--- config.mk ---
export PLATFORM = sky130hd
export DESIGN_NAME = tec_core_flat
export DESIGN_NICKNAME = d
export VERILOG_FILES = /design/src/hdl/tec_pkg.sv /design/src/hdl/tec_if.sv /design/src/hdl/tec_core.sv /design/src/flat_wrapper.sv
export SDC_FILE = /design/constraint.sdc
export NUM_CORES = 1
export LEC_CHECK = 0
export BUFFER_PORTS_ARGS = -buffer_cell sky130_fd_sc_hd__buf_2
export CAP_MARGIN = 20
export CORE_ASPECT_RATIO = 0.9
export CORE_MARGIN = 8
export CORE_UTILIZATION = 48
export DETAILED_ROUTE_END_ITERATION = 10
export HOLD_SLACK_MARGIN = 0.1
export PLACE_DENSITY = 0.95
export SLEW_MARGIN = 30
export SYNTH_ARGS = -nofsm -noshare
export SYNTH_HDL_FRONTEND = slang
export SYNTH_SLANG_ARGS = --single-unit
--- constraint.sdc ---
create_clock -name clk -period 8.46 [get_ports clk]
set_input_delay 0.423 -clock clk [delete_from_list [all_inputs] [get_ports clk]]
set_output_delay 0.423 -clock clk [all_outputs]
set_load 0.01 [all_outputs]
--- src/hdl/tec_pkg.sv ---
// ----------------------------------------------------------------------------
// tec_pkg
// Shared types, constants and the pattern distance function of the track
// element classifier.
// ----------------------------------------------------------------------------
package tec_pkg;

  localparam int SensorBits = 12;
  localparam int SumW       = SensorBits + 2;
  localparam int DiffW      = ((SensorBits > 12) ? SensorBits : 12) + 1;
  localparam int SqW        = 2 * DiffW;
  localparam int DistW      = SqW + 2;
  localparam int CfgDataW   = 15;
  localparam int CfgIdxW    = 3;

  // Sum thresholds of the classification, the sensor limits of the ring checks and the crossing dwell wrap.
  localparam int SumStraightLo   = 400;
  localparam int SumCurveLo      = 5000;
  localparam int SumCurveHi      = 9500;
  localparam int SumCrossConfirm = 10500;
  localparam int SumRingInLo     = 10000;
  localparam int SumRingInHi     = 11200;
  localparam int SumRingOutLo    = 11500;
  localparam int SumCrossLo      = 11000;
  localparam int RingInSlantMax  = 500;
  localparam int RingOutHorizMax = 1650;
  localparam int DwellWrap       = 500;

  // Squared distance limits of the pattern matches.
  localparam int LimConfirm = 150000;
  localparam int LimCross   = 130000;
  localparam int LimRing    = 120000;

  // Reference patterns: left horizontal in the low slot, right slanted on top.
  localparam logic [3:0][15:0] PatCross   = {16'd3634, 16'd3688, 16'd1965, 16'd2661};
  localparam logic [3:0][15:0] PatRingIn  = {16'd35,   16'd3577, 16'd3661, 16'd3699};
  localparam logic [3:0][15:0] PatRingOut = {16'd3564, 16'd3701, 16'd1512, 16'd3681};

  // Configuration register indexes.
  localparam logic [CfgIdxW-1:0] CfgRingHoldTicks   = 3'd0;
  localparam logic [CfgIdxW-1:0] CfgRingHoldRptMax  = 3'd1;
  localparam logic [CfgIdxW-1:0] CfgCrossCheckTicks = 3'd2;
  localparam logic [CfgIdxW-1:0] CfgSteerThreshold  = 3'd3;
  localparam logic [CfgIdxW-1:0] CfgLostLineLevel   = 3'd4;

  typedef enum logic [2:0] {
    ClsStraight  = 3'd0,
    ClsLeft      = 3'd1,
    ClsRight     = 3'd2,
    ClsRingIn    = 3'd3,
    ClsRingOut   = 3'd4,
    ClsForceStr  = 3'd5,
    ClsStop      = 3'd6
  } road_class_t;

  typedef struct packed {
    logic [6:0]  ring_hold_ticks;
    logic [6:0]  ring_hold_report_max;
    logic [8:0]  cross_check_ticks;
    logic [14:0] steer_threshold;
    logic [11:0] lost_line_level;
  } cfg_t;

  typedef logic [3:0][SensorBits-1:0] sens_t;

  // Features of one word, as handed from the front stage to the core.
  typedef struct packed {
    logic [SumW-1:0]  sum;
    logic [DistW-1:0] dist_cross;
    logic [DistW-1:0] dist_ring_in;
    logic [DistW-1:0] dist_ring_out;
    logic             err_ge;
    logic             err_le;
    logic             lost;
    logic             rs_low;
    logic             rh_low;
  } feat_t;

  function automatic logic [DistW-1:0] pat_dist(input sens_t s, input logic [3:0][15:0] pat);
    logic signed [DiffW-1:0] d;
    logic [SqW-1:0]          sq;
    logic [DistW-1:0]        acc;
    acc = '0;
    for (int k = 0; k < 4; k++) begin
      d   = $signed(DiffW'(s[k])) - $signed(DiffW'(pat[k]));
      sq  = $unsigned(SqW'(d) * SqW'(d));
      acc = acc + DistW'(sq);
    end
    return acc;
  endfunction

endpackage

--- src/hdl/tec_if.sv ---


interface tec_out_if;
  logic       valid;
  logic       ready;
  logic [2:0] road_class;
  logic [7:0] crossing_count;

  modport source (output valid, road_class, crossing_count, input ready);
  modport sink   (input valid, road_class, crossing_count, output ready);
endinterface

--- src/hdl/tec_core.sv ---
// ----------------------------------------------------------------------------
// tec_core
// Track state (ring hold, ring flags, crossing dwell and count) and the
// classification priority chain, with the result register.
// ----------------------------------------------------------------------------
module tec_core (
  input  logic           clk,
  input  logic           rst_n,
  input  tec_pkg::cfg_t  cfg,
  input  logic           feat_valid,
  input  tec_pkg::feat_t feat,
  output logic           feat_ready,
  tec_out_if.source      out_ch
);
  import tec_pkg::*;

  logic        out_valid_r;
  road_class_t road_class_r;
  road_class_t cls;
  logic [6:0]  ring_hold_r,  ring_hold_nxt;
  logic [8:0]  cross_dwell_r, cross_dwell_nxt;
  logic        cross_pending_r, cross_pending_nxt;
  logic        in_ring_r, in_ring_nxt;
  logic        left_ring_r, left_ring_nxt;
  logic [7:0]  cross_total_r, cross_total_nxt;

  logic        take;
  logic [6:0]  hold_dec;
  logic [8:0]  dwell_inc;
  logic [31:0] sum_x;
  logic        is_straight, is_curve, is_ring_in, is_ring_out, is_cross, is_confirm;

  assign feat_ready = !out_valid_r || out_ch.ready;
  assign take       = feat_valid && feat_ready;
  assign hold_dec   = ring_hold_r - 7'd1;
  assign sum_x      = 32'(feat.sum);

  assign is_straight = sum_x > 32'(SumStraightLo) && sum_x < 32'(SumCurveLo);
  assign is_curve    = sum_x >= 32'(SumCurveLo) && sum_x < 32'(SumCurveHi);
  assign is_ring_in  = sum_x >= 32'(SumRingInLo) && sum_x <= 32'(SumRingInHi)
                     && feat.rs_low && feat.dist_ring_in <= DistW'(LimRing);
  assign is_ring_out = sum_x >= 32'(SumRingOutLo) && feat.rh_low
                     && feat.dist_ring_out <= DistW'(LimRing);
  assign is_cross    = sum_x >= 32'(SumCrossLo) && feat.dist_cross <= DistW'(LimCross);
  assign is_confirm  = sum_x >= 32'(SumCrossConfirm)
                     && !(feat.dist_cross <= DistW'(LimConfirm));

  always_comb begin
    ring_hold_nxt     = ring_hold_r;
    cross_dwell_nxt   = cross_dwell_r;
    cross_pending_nxt = cross_pending_r;
    in_ring_nxt       = in_ring_r;
    left_ring_nxt     = left_ring_r;
    cross_total_nxt   = cross_total_r;
    cls               = ClsStraight;
    dwell_inc         = '0;

    if (ring_hold_r != 7'd0) begin
      ring_hold_nxt = hold_dec;
    end

    // While the hold counter runs inside the report window, ring entry is
    // reported and nothing else moves.
    if (ring_hold_r != 7'd0 && hold_dec != 7'd0 && hold_dec <= cfg.ring_hold_report_max) begin
      cls = ClsRingIn;
    end else begin
      if (cross_dwell_r >= cfg.cross_check_ticks) begin
        if (cross_pending_r && is_confirm) begin
          if (cross_total_r != 8'hFF) begin
            cross_total_nxt = cross_total_r + 8'd1;
          end
          cross_pending_nxt = 1'b0;
        end
        cross_dwell_nxt = '0;
      end
      dwell_inc = cross_dwell_nxt + 9'd1;

      if (is_straight) begin
        cls = ClsStraight;
      end else if (is_curve && feat.err_ge) begin
        cls = ClsLeft;
      end else if (is_curve && feat.err_le) begin
        cls = ClsRight;
      end else if (is_ring_in) begin
        ring_hold_nxt = cfg.ring_hold_ticks;
        if (!left_ring_r) begin
          in_ring_nxt = 1'b1;
          cls         = ClsRingIn;
        end
      end else if (is_ring_out) begin
        if (in_ring_r) begin
          left_ring_nxt = 1'b1;
          cls           = ClsRingOut;
        end
      end else if (is_cross) begin
        in_ring_nxt       = 1'b0;
        left_ring_nxt     = 1'b0;
        cross_pending_nxt = 1'b1;
        cross_dwell_nxt   = (32'(dwell_inc) >= 32'(DwellWrap)) ? 9'd0 : dwell_inc;
        cls               = ClsForceStr;
      end else if (feat.lost) begin
        cls = ClsStop;
      end
    end
  end

  always_ff @(posedge clk) begin
    if (!rst_n) begin
      out_valid_r     <= 1'b0;
      ring_hold_r     <= '0;
      cross_dwell_r   <= '0;
      cross_pending_r <= 1'b0;
      in_ring_r       <= 1'b0;
      left_ring_r     <= 1'b0;
      cross_total_r   <= '0;
    end else begin
      if (feat_ready) begin
        out_valid_r <= feat_valid;
      end
      if (take) begin
        ring_hold_r     <= ring_hold_nxt;
        cross_dwell_r   <= cross_dwell_nxt;
        cross_pending_r <= cross_pending_nxt;
        in_ring_r       <= in_ring_nxt;
        left_ring_r     <= left_ring_nxt;
        cross_total_r   <= cross_total_nxt;
      end
    end
  end

  always_ff @(posedge clk) begin
    if (take) begin
      road_class_r <= cls;
    end
  end

  // The count only moves when a new word enters the result register, so the
  // state register doubles as the count field of the waiting word.
  assign out_ch.valid          = out_valid_r;
  assign out_ch.road_class     = road_class_r;
  assign out_ch.crossing_count = cross_total_r;

endmodule

--- src/flat_wrapper.sv ---
// flat-port wrapper written by rule: the top's interface ports become plain ports
module tec_core_flat import tec_pkg::*;
  (clk, rst_n, cfg, feat_valid, feat, feat_ready, out_ch_valid, out_ch_road_class, out_ch_crossing_count, out_ch_ready);
  tec_out_if out_ch_i ();
  input  logic clk;
  input  logic rst_n;
  input  tec_pkg::cfg_t cfg;
  input  logic feat_valid;
  input  tec_pkg::feat_t feat;
  output logic feat_ready;
  output wire logic [$bits(out_ch_i.valid)-1:0] out_ch_valid;
  output wire logic [$bits(out_ch_i.road_class)-1:0] out_ch_road_class;
  output wire logic [$bits(out_ch_i.crossing_count)-1:0] out_ch_crossing_count;
  input wire logic [$bits(out_ch_i.ready)-1:0] out_ch_ready;
  assign out_ch_valid = out_ch_i.valid;
  assign out_ch_road_class = out_ch_i.road_class;
  assign out_ch_crossing_count = out_ch_i.crossing_count;
  assign out_ch_i.ready = out_ch_ready;
  tec_core u_core (.clk(clk), .rst_n(rst_n), .cfg(cfg), .feat_valid(feat_valid), .feat(feat), .feat_ready(feat_ready), .out_ch(out_ch_i));
endmodule
* After elaboration in Yosys (flattened, before gate mapping)
Cells that the tools add are included.
** Storage, ports and cells
- Bits in registers :: 31
- Bits of input ports :: 157
- Logic and storage cells :: 102
** Cells by class
- $add $sub $neg :: 3
- $lt $le $gt $ge :: 16
- Equality and inequality tests :: 4
- Mux-type cells :: 38
- Bitwise operators :: 5
- Reduce and logical (&&, ||, !) cells :: 27
** Operators by type and width (number)
- $le 28x17->1 const B :: 3
- $mux 9 :: 9
- $ge 14x14->1 const B :: 4
- $mux 7 :: 6
- $le 28x18->1 const B :: 1
- $reduce_and 8->1 :: 2
- $logic_and 1x1->1 :: 15
- $mux 3 :: 5
- $ge 14x13->1 const B :: 1
- $gt 14x9->1 const B :: 1
- $le 14x14->1 const B :: 1
- $lt 14x13->1 const B :: 1
- $lt 14x14->1 const B :: 1
- $mux 1 :: 14
- $reduce_bool 7->1 :: 2
- $add 9x1->9 const B :: 1
- $ge 9x9->1 :: 1
- $ge 9x9->1 const B :: 1
- $add 8x1->8 const B :: 1
- $mux 2 :: 4
- $ne 8x8->1 const B :: 1
- $le 7x7->1 :: 1
- $sub 7x1->7 const B :: 1
- $not 1->1 :: 5
- other kinds (8) :: 11

* Longest topological paths before layout
- Depth after elaboration :: 14
- Mapped depth :: 14
- Gate-level depth less buffers :: 14

* Worst setup path before layout
No wires, ideal clock.
- Path type :: register to register
- From :: register u_core.ring_hold_r[2]
- To :: register u_core.ring_hold_r[0]
- Arrival :: 2896 ps
- Data required time :: 8386 ps
- Setup slack :: 5490 ps
- Stages on the path, launching flop included :: 12
- Clock period less this slack :: 2970 ps
- Path through :: dfxtp_1 > nor4_2 > nand2_1 > xnor2_1 > ha_1 > a22o_1 > o41ai_1 > o311ai_2 > nor2b_2 > buf_6 > or4_1 > a31oi_1
** Between the ends
- Cells in the longest elaborated chain, start to end :: 7
** RTL lines
- from (decl) :: line tec_core.sv:20 : logic [6:0] ring_hold_r, ring_hold_nxt;
- from (signal assigned) :: line tec_core.sv:121 : ring_hold_r <= ring_hold_nxt;
- branches (longest 6 deep; another with $sub 7x1->7)
- $mux 7 * :: line tec_core.sv:64 : if (ring_hold_r != 7'd0 && hold_dec != 7'd0 && hold_dec <= cfg.ring_hold_report_max) begin
Every way passes the cells marked *.
A chain may end at the register's enable or synchronous reset.

* Final worst setup path
- From :: register u_core.ring_hold_r[0]
- To :: register u_core.cross_total_r[5] (netlist: u_core.out_ch.crossing_count[5])
** Between the ends
- Cells in the longest elaborated chain, start to end :: 6
** RTL lines
- branches (longest 3 deep; another with $sub 7x1->7)
- $logic_and 1x1->1 * :: line tec_core.sv:64
- $not 1->1 (no line) *
- $reduce_and 5->1 (no line) *
- to (signal assigned) :: line tec_core.sv:126 : cross_total_r <= cross_total_nxt;
- to (decl) :: line tec_core.sv:25 : logic [7:0] cross_total_r, cross_total_nxt;
Marked as above.

==> summary.md <==
| Metric | Value |
|---|---|
| Final Util | 0.626 |
| Nets@finish | 702 |
| Antenna fix cells | 0 |
| Final wirelength | 9390 µm |
| Global Route met1 Usage | 0.232 |
| Hold Crit Class | in2reg |
| Most common flop cell mapped by yosys | dfxtp_1 |
| Synth cell types | between 60 and 70 |
| Clk slew on worst S/H paths | approximately 0.07 ns |
| Clk sinks | 31 |
| # setup viols final | 0 |
| M2 GR Usage | 0.364 |
| Final hold vios | 0 |
| Most common cell in the netlist | inv_1 |
| Cell area after synthesis | 2940 µm² |
| Initial antenna violation count | 0 |
| Critical path endpoint category | register |
| Detailed-route via count | approximately 3.5k |
| GRT Util Overall | 0.206 |
| RSZ-0062 raised after global routing | false |
| Switching share of power | 0.370 |
| Synth cell count leaders | 31 x inv_1, 30 x nand2_1, 28 x dfxtp_1, 28 x nor2_1, 26 x a21oi_1 |
| Slew @ Worst Pin | 0.864 ns |
| #FFs+latches synth | 31 |
| Share of cells above drive strength 1 | 0.309 |
| CTS max path bufs | 2 |
| CORE AREA | approximately 6000 µm² |
| Slowest CP cell | or4_1 |
| Fin area | about 3800 µm² |
| FILL cells | between 500 and 600 |
| Post-cts sizing count | 0 |
| CP max stage delay | 0.66 ns |
| Minimum clock period | 3.60 ns |
| Register Area | between 600 and 700 µm² |
| Top cells by area, synth | dfxtp_1 19%, ha_1 9.4%, a21oi_1 4.4% |
| Psw | about 0.18 mW |
| # DRC | 0 |
| Met3 Track Usage GR | 0.0609 |
| Post-DP Area | roughly 3700 µm² |
| Clk_lat worst skew | just under 0.3 ns |
| Initial DRC Count | between 200 and 300 |
| Critical path class | reg2reg |
| Dominant cell type by area after synthesis | dfxtp_1 |
| Status | finished, final reports clean |
| H-tree depth | 2 |
| Clock skew | 0.00664 ns |
| EDFF count, synth | 3 |
| Clock Power Share | 0.237 |
| Die ar. | between 8000 and 9000 µm² |
| Final Non-Filler Cells | a little under 600 |
| Slew Viols, Final | 0 |
| Area share of the largest cell type after synthesis | 0.191 |
| Worst EP arrival | ~3.8 ns |
| Largest net degree at the start of global routing | 20 |
| Lkg Pwr | 1.70 nW |
| Syn Inst Count | around 390 |
| Synth warn | 0 |
| Final ANT Viol Nets | 0 |
| Slew HR | 0.423 |
| Cell count after placement | roughly 590 |
| CTS Root Cell | clkbuf_8 |
| Syn_nets | approximately 570 |
| Post-synth ARST share | 0 |
| Crit-path max FO | 14 |
| Port Buf Inserts | 142 |
| Routability congestion estimate | ~0.95 |
| TritonCTS clock tree | done |
| TritonCTS Buffers | 5 |
| Vias in the first global route | about 3.5k |
| Initial Utilization | 0.489 |
| Hold buffer count at CTS | 0 |
| Max Fclk | around 280 MHz |
| DP HPWL | ~7800 µm |
| Syn Area/Cell | about 7.6 µm² |
| Power Density | approximately 130 nW/µm² |
| Critical Path RT | roughly 8.7 ns |
| Setup TNS | 0 ns |
| Setup crit start kind | register |
| Pre-Repair DR Iteration Count | 5 |
| Num ports | 170 |
| Max-cap violations | 0 |
| Multi-input gate area | ~2100 µm² |
| Post-CTS Setup Bufs | 0 |
| Routed vias/inst | just under 6 |
| Combinational group share of total power | 0.416 |
| Seq pwr share | 0.347 |
| Register area share after synthesis | 0.221 |
| Placement Rows | 27 |
| Peak VDD IR | roughly 95 µV |
| Busiest grt layer | met2 |
| GRT overflow | 0 |
| Die H | between 90 and 100 µm |
| Area delta synth->final | 28.1% |
| Internal cell power | 0.306 mW |
| Routed WL per cell | between 15 and 20 µm |
| Hold_ws | 0.381 ns |
| Crit share post-route | 0.425 |
| CP cell instances | nor3_1 > nor3b_2 > xor2_1 > ha_1 > nand3_1 > o22a_1 > o41ai_1 > o311ai_2 > nand4_1 > or4_1 > a21oi_1 |
| Die width | 98.5 µm |
| Global-route wire length before repair | around 16000 µm |
[worst max-delay path, delay by kind of cell (launching register included)]
family	cells	cell delay (ns)
xor gates and xnor gates	1	0.31
adders and majority gates	1	0.31
AOI/OAI and AO/OA	4	0.61
DFF	1	0.37
and+or+nand+nor	5	1.93
[through the flow]
step	total power [mW]	setup slack, ns
6_report	0.486	4.86
5_1_grt	0.519	4.58
4_1_cts	0.486	4.89
3_5_place_dp	0.369	4.94
3_3_place_gp	0.362	5.04
2_1_floorplan	0.303	5.49
[routing by layer]
layer / up-vias / share of wire
met5: - / 0
met4: 0 / 0.015
met2: 162 / 0.49
li1: 1755 / -
met3: 18 / 0.089
met1: 1610 / 0.41
[power by group through the flow]
stage | logic [mW] | clock network [mW] | registers, mW
2_1_floorplan | 0.132 | 0 | 0.172
3_3_place_gp | 0.191 | 0 | 0.171
3_5_place_dp | 0.198 | 0 | 0.171
4_1_cts | 0.200 | 0.118 | 0.168
5_1_grt | 0.225 | 0.125 | 0.169
6_report | 0.202 | 0.115 | 0.168
[registers in the layout, indices dropped and copies added, names as in the netlist]
register / count
u_core.cross_dwell_r: 9
u_core.out_ch.crossing_count: 8
u_core.ring_hold_r: 7
u_core.out_ch.road_class: 3
u_core.cross_pending_r: 1
u_core.in_ring_r: 1
u_core.left_ring_r: 1
u_core.out_ch.valid: 1
[cell families (layout without fill, tap and decap cells)]
| group | Yosys count | after routing | synth area share |
|---|---|---|---|
| multiplexers | 4 | 4 | 0.0136 |
| AND/OR/NAND/NOR | 169 | 169 | 0.333 |
| flip-flops | 31 | 31 | 0.221 |
| adder cells (fa/ha/maj) | 22 | 22 | 0.0936 |
| buffers and inverters | 44 | 181 | 0.0596 |
| AO/OA/AOI/OAI | 109 | 109 | 0.255 |
| XOR/XNOR | 8 | 8 | 0.0238 |
[cell type report]
type                    count  share of cell area
well taps                  72              0.0239
inverters                  31              0.0309
flip-flops and latches     31               0.173
multi-input cells         312               0.561
clock inverters             3             0.00399
repair buffers            142               0.189
clock buffers               5              0.0183
[layout by cell type, fill, tap and decap left out, drive strengths merged, types with 5 or more instances in the layout]
master / netlist / layout
xnor2: 5 / 5
a22o: 6 / 6
o21ai: 20 / 20
buf: 3 / 142
ha: 22 / 22
nand3: 19 / 19
and3: 5 / 5
o21a: 7 / 7
nand4: 13 / 13
nor2: 28 / 28
dfxtp: 28 / 28
inv: 31 / 31
nand2b: 5 / 5
nor4: 14 / 14
nand2: 30 / 30
o2111ai: 6 / 6
o31ai: 5 / 5
or3: 5 / 5
a21oi: 26 / 26
o211ai: 10 / 10
clkbuf: 10 / 5
nor3: 11 / 11
or4: 9 / 9
a31oi: 5 / 5
[final timing paths]
kind | start | end | slack (ns) | depth (start not counted)
hold reg to reg | u_core.cross_pending_r | u_core.cross_pending_r | 0.49 | 2
hold / removal | feat_valid | u_core.out_ch.valid | 0.38 | 3
setup reg to reg | u_core.ring_hold_r[0] | u_core.out_ch.crossing_count[5] | 4.86 | 11
setup / recovery | u_core.ring_hold_r[0] | u_core.out_ch.crossing_count[5] | 4.86 | 11
(Power assumes the default switching activity.)
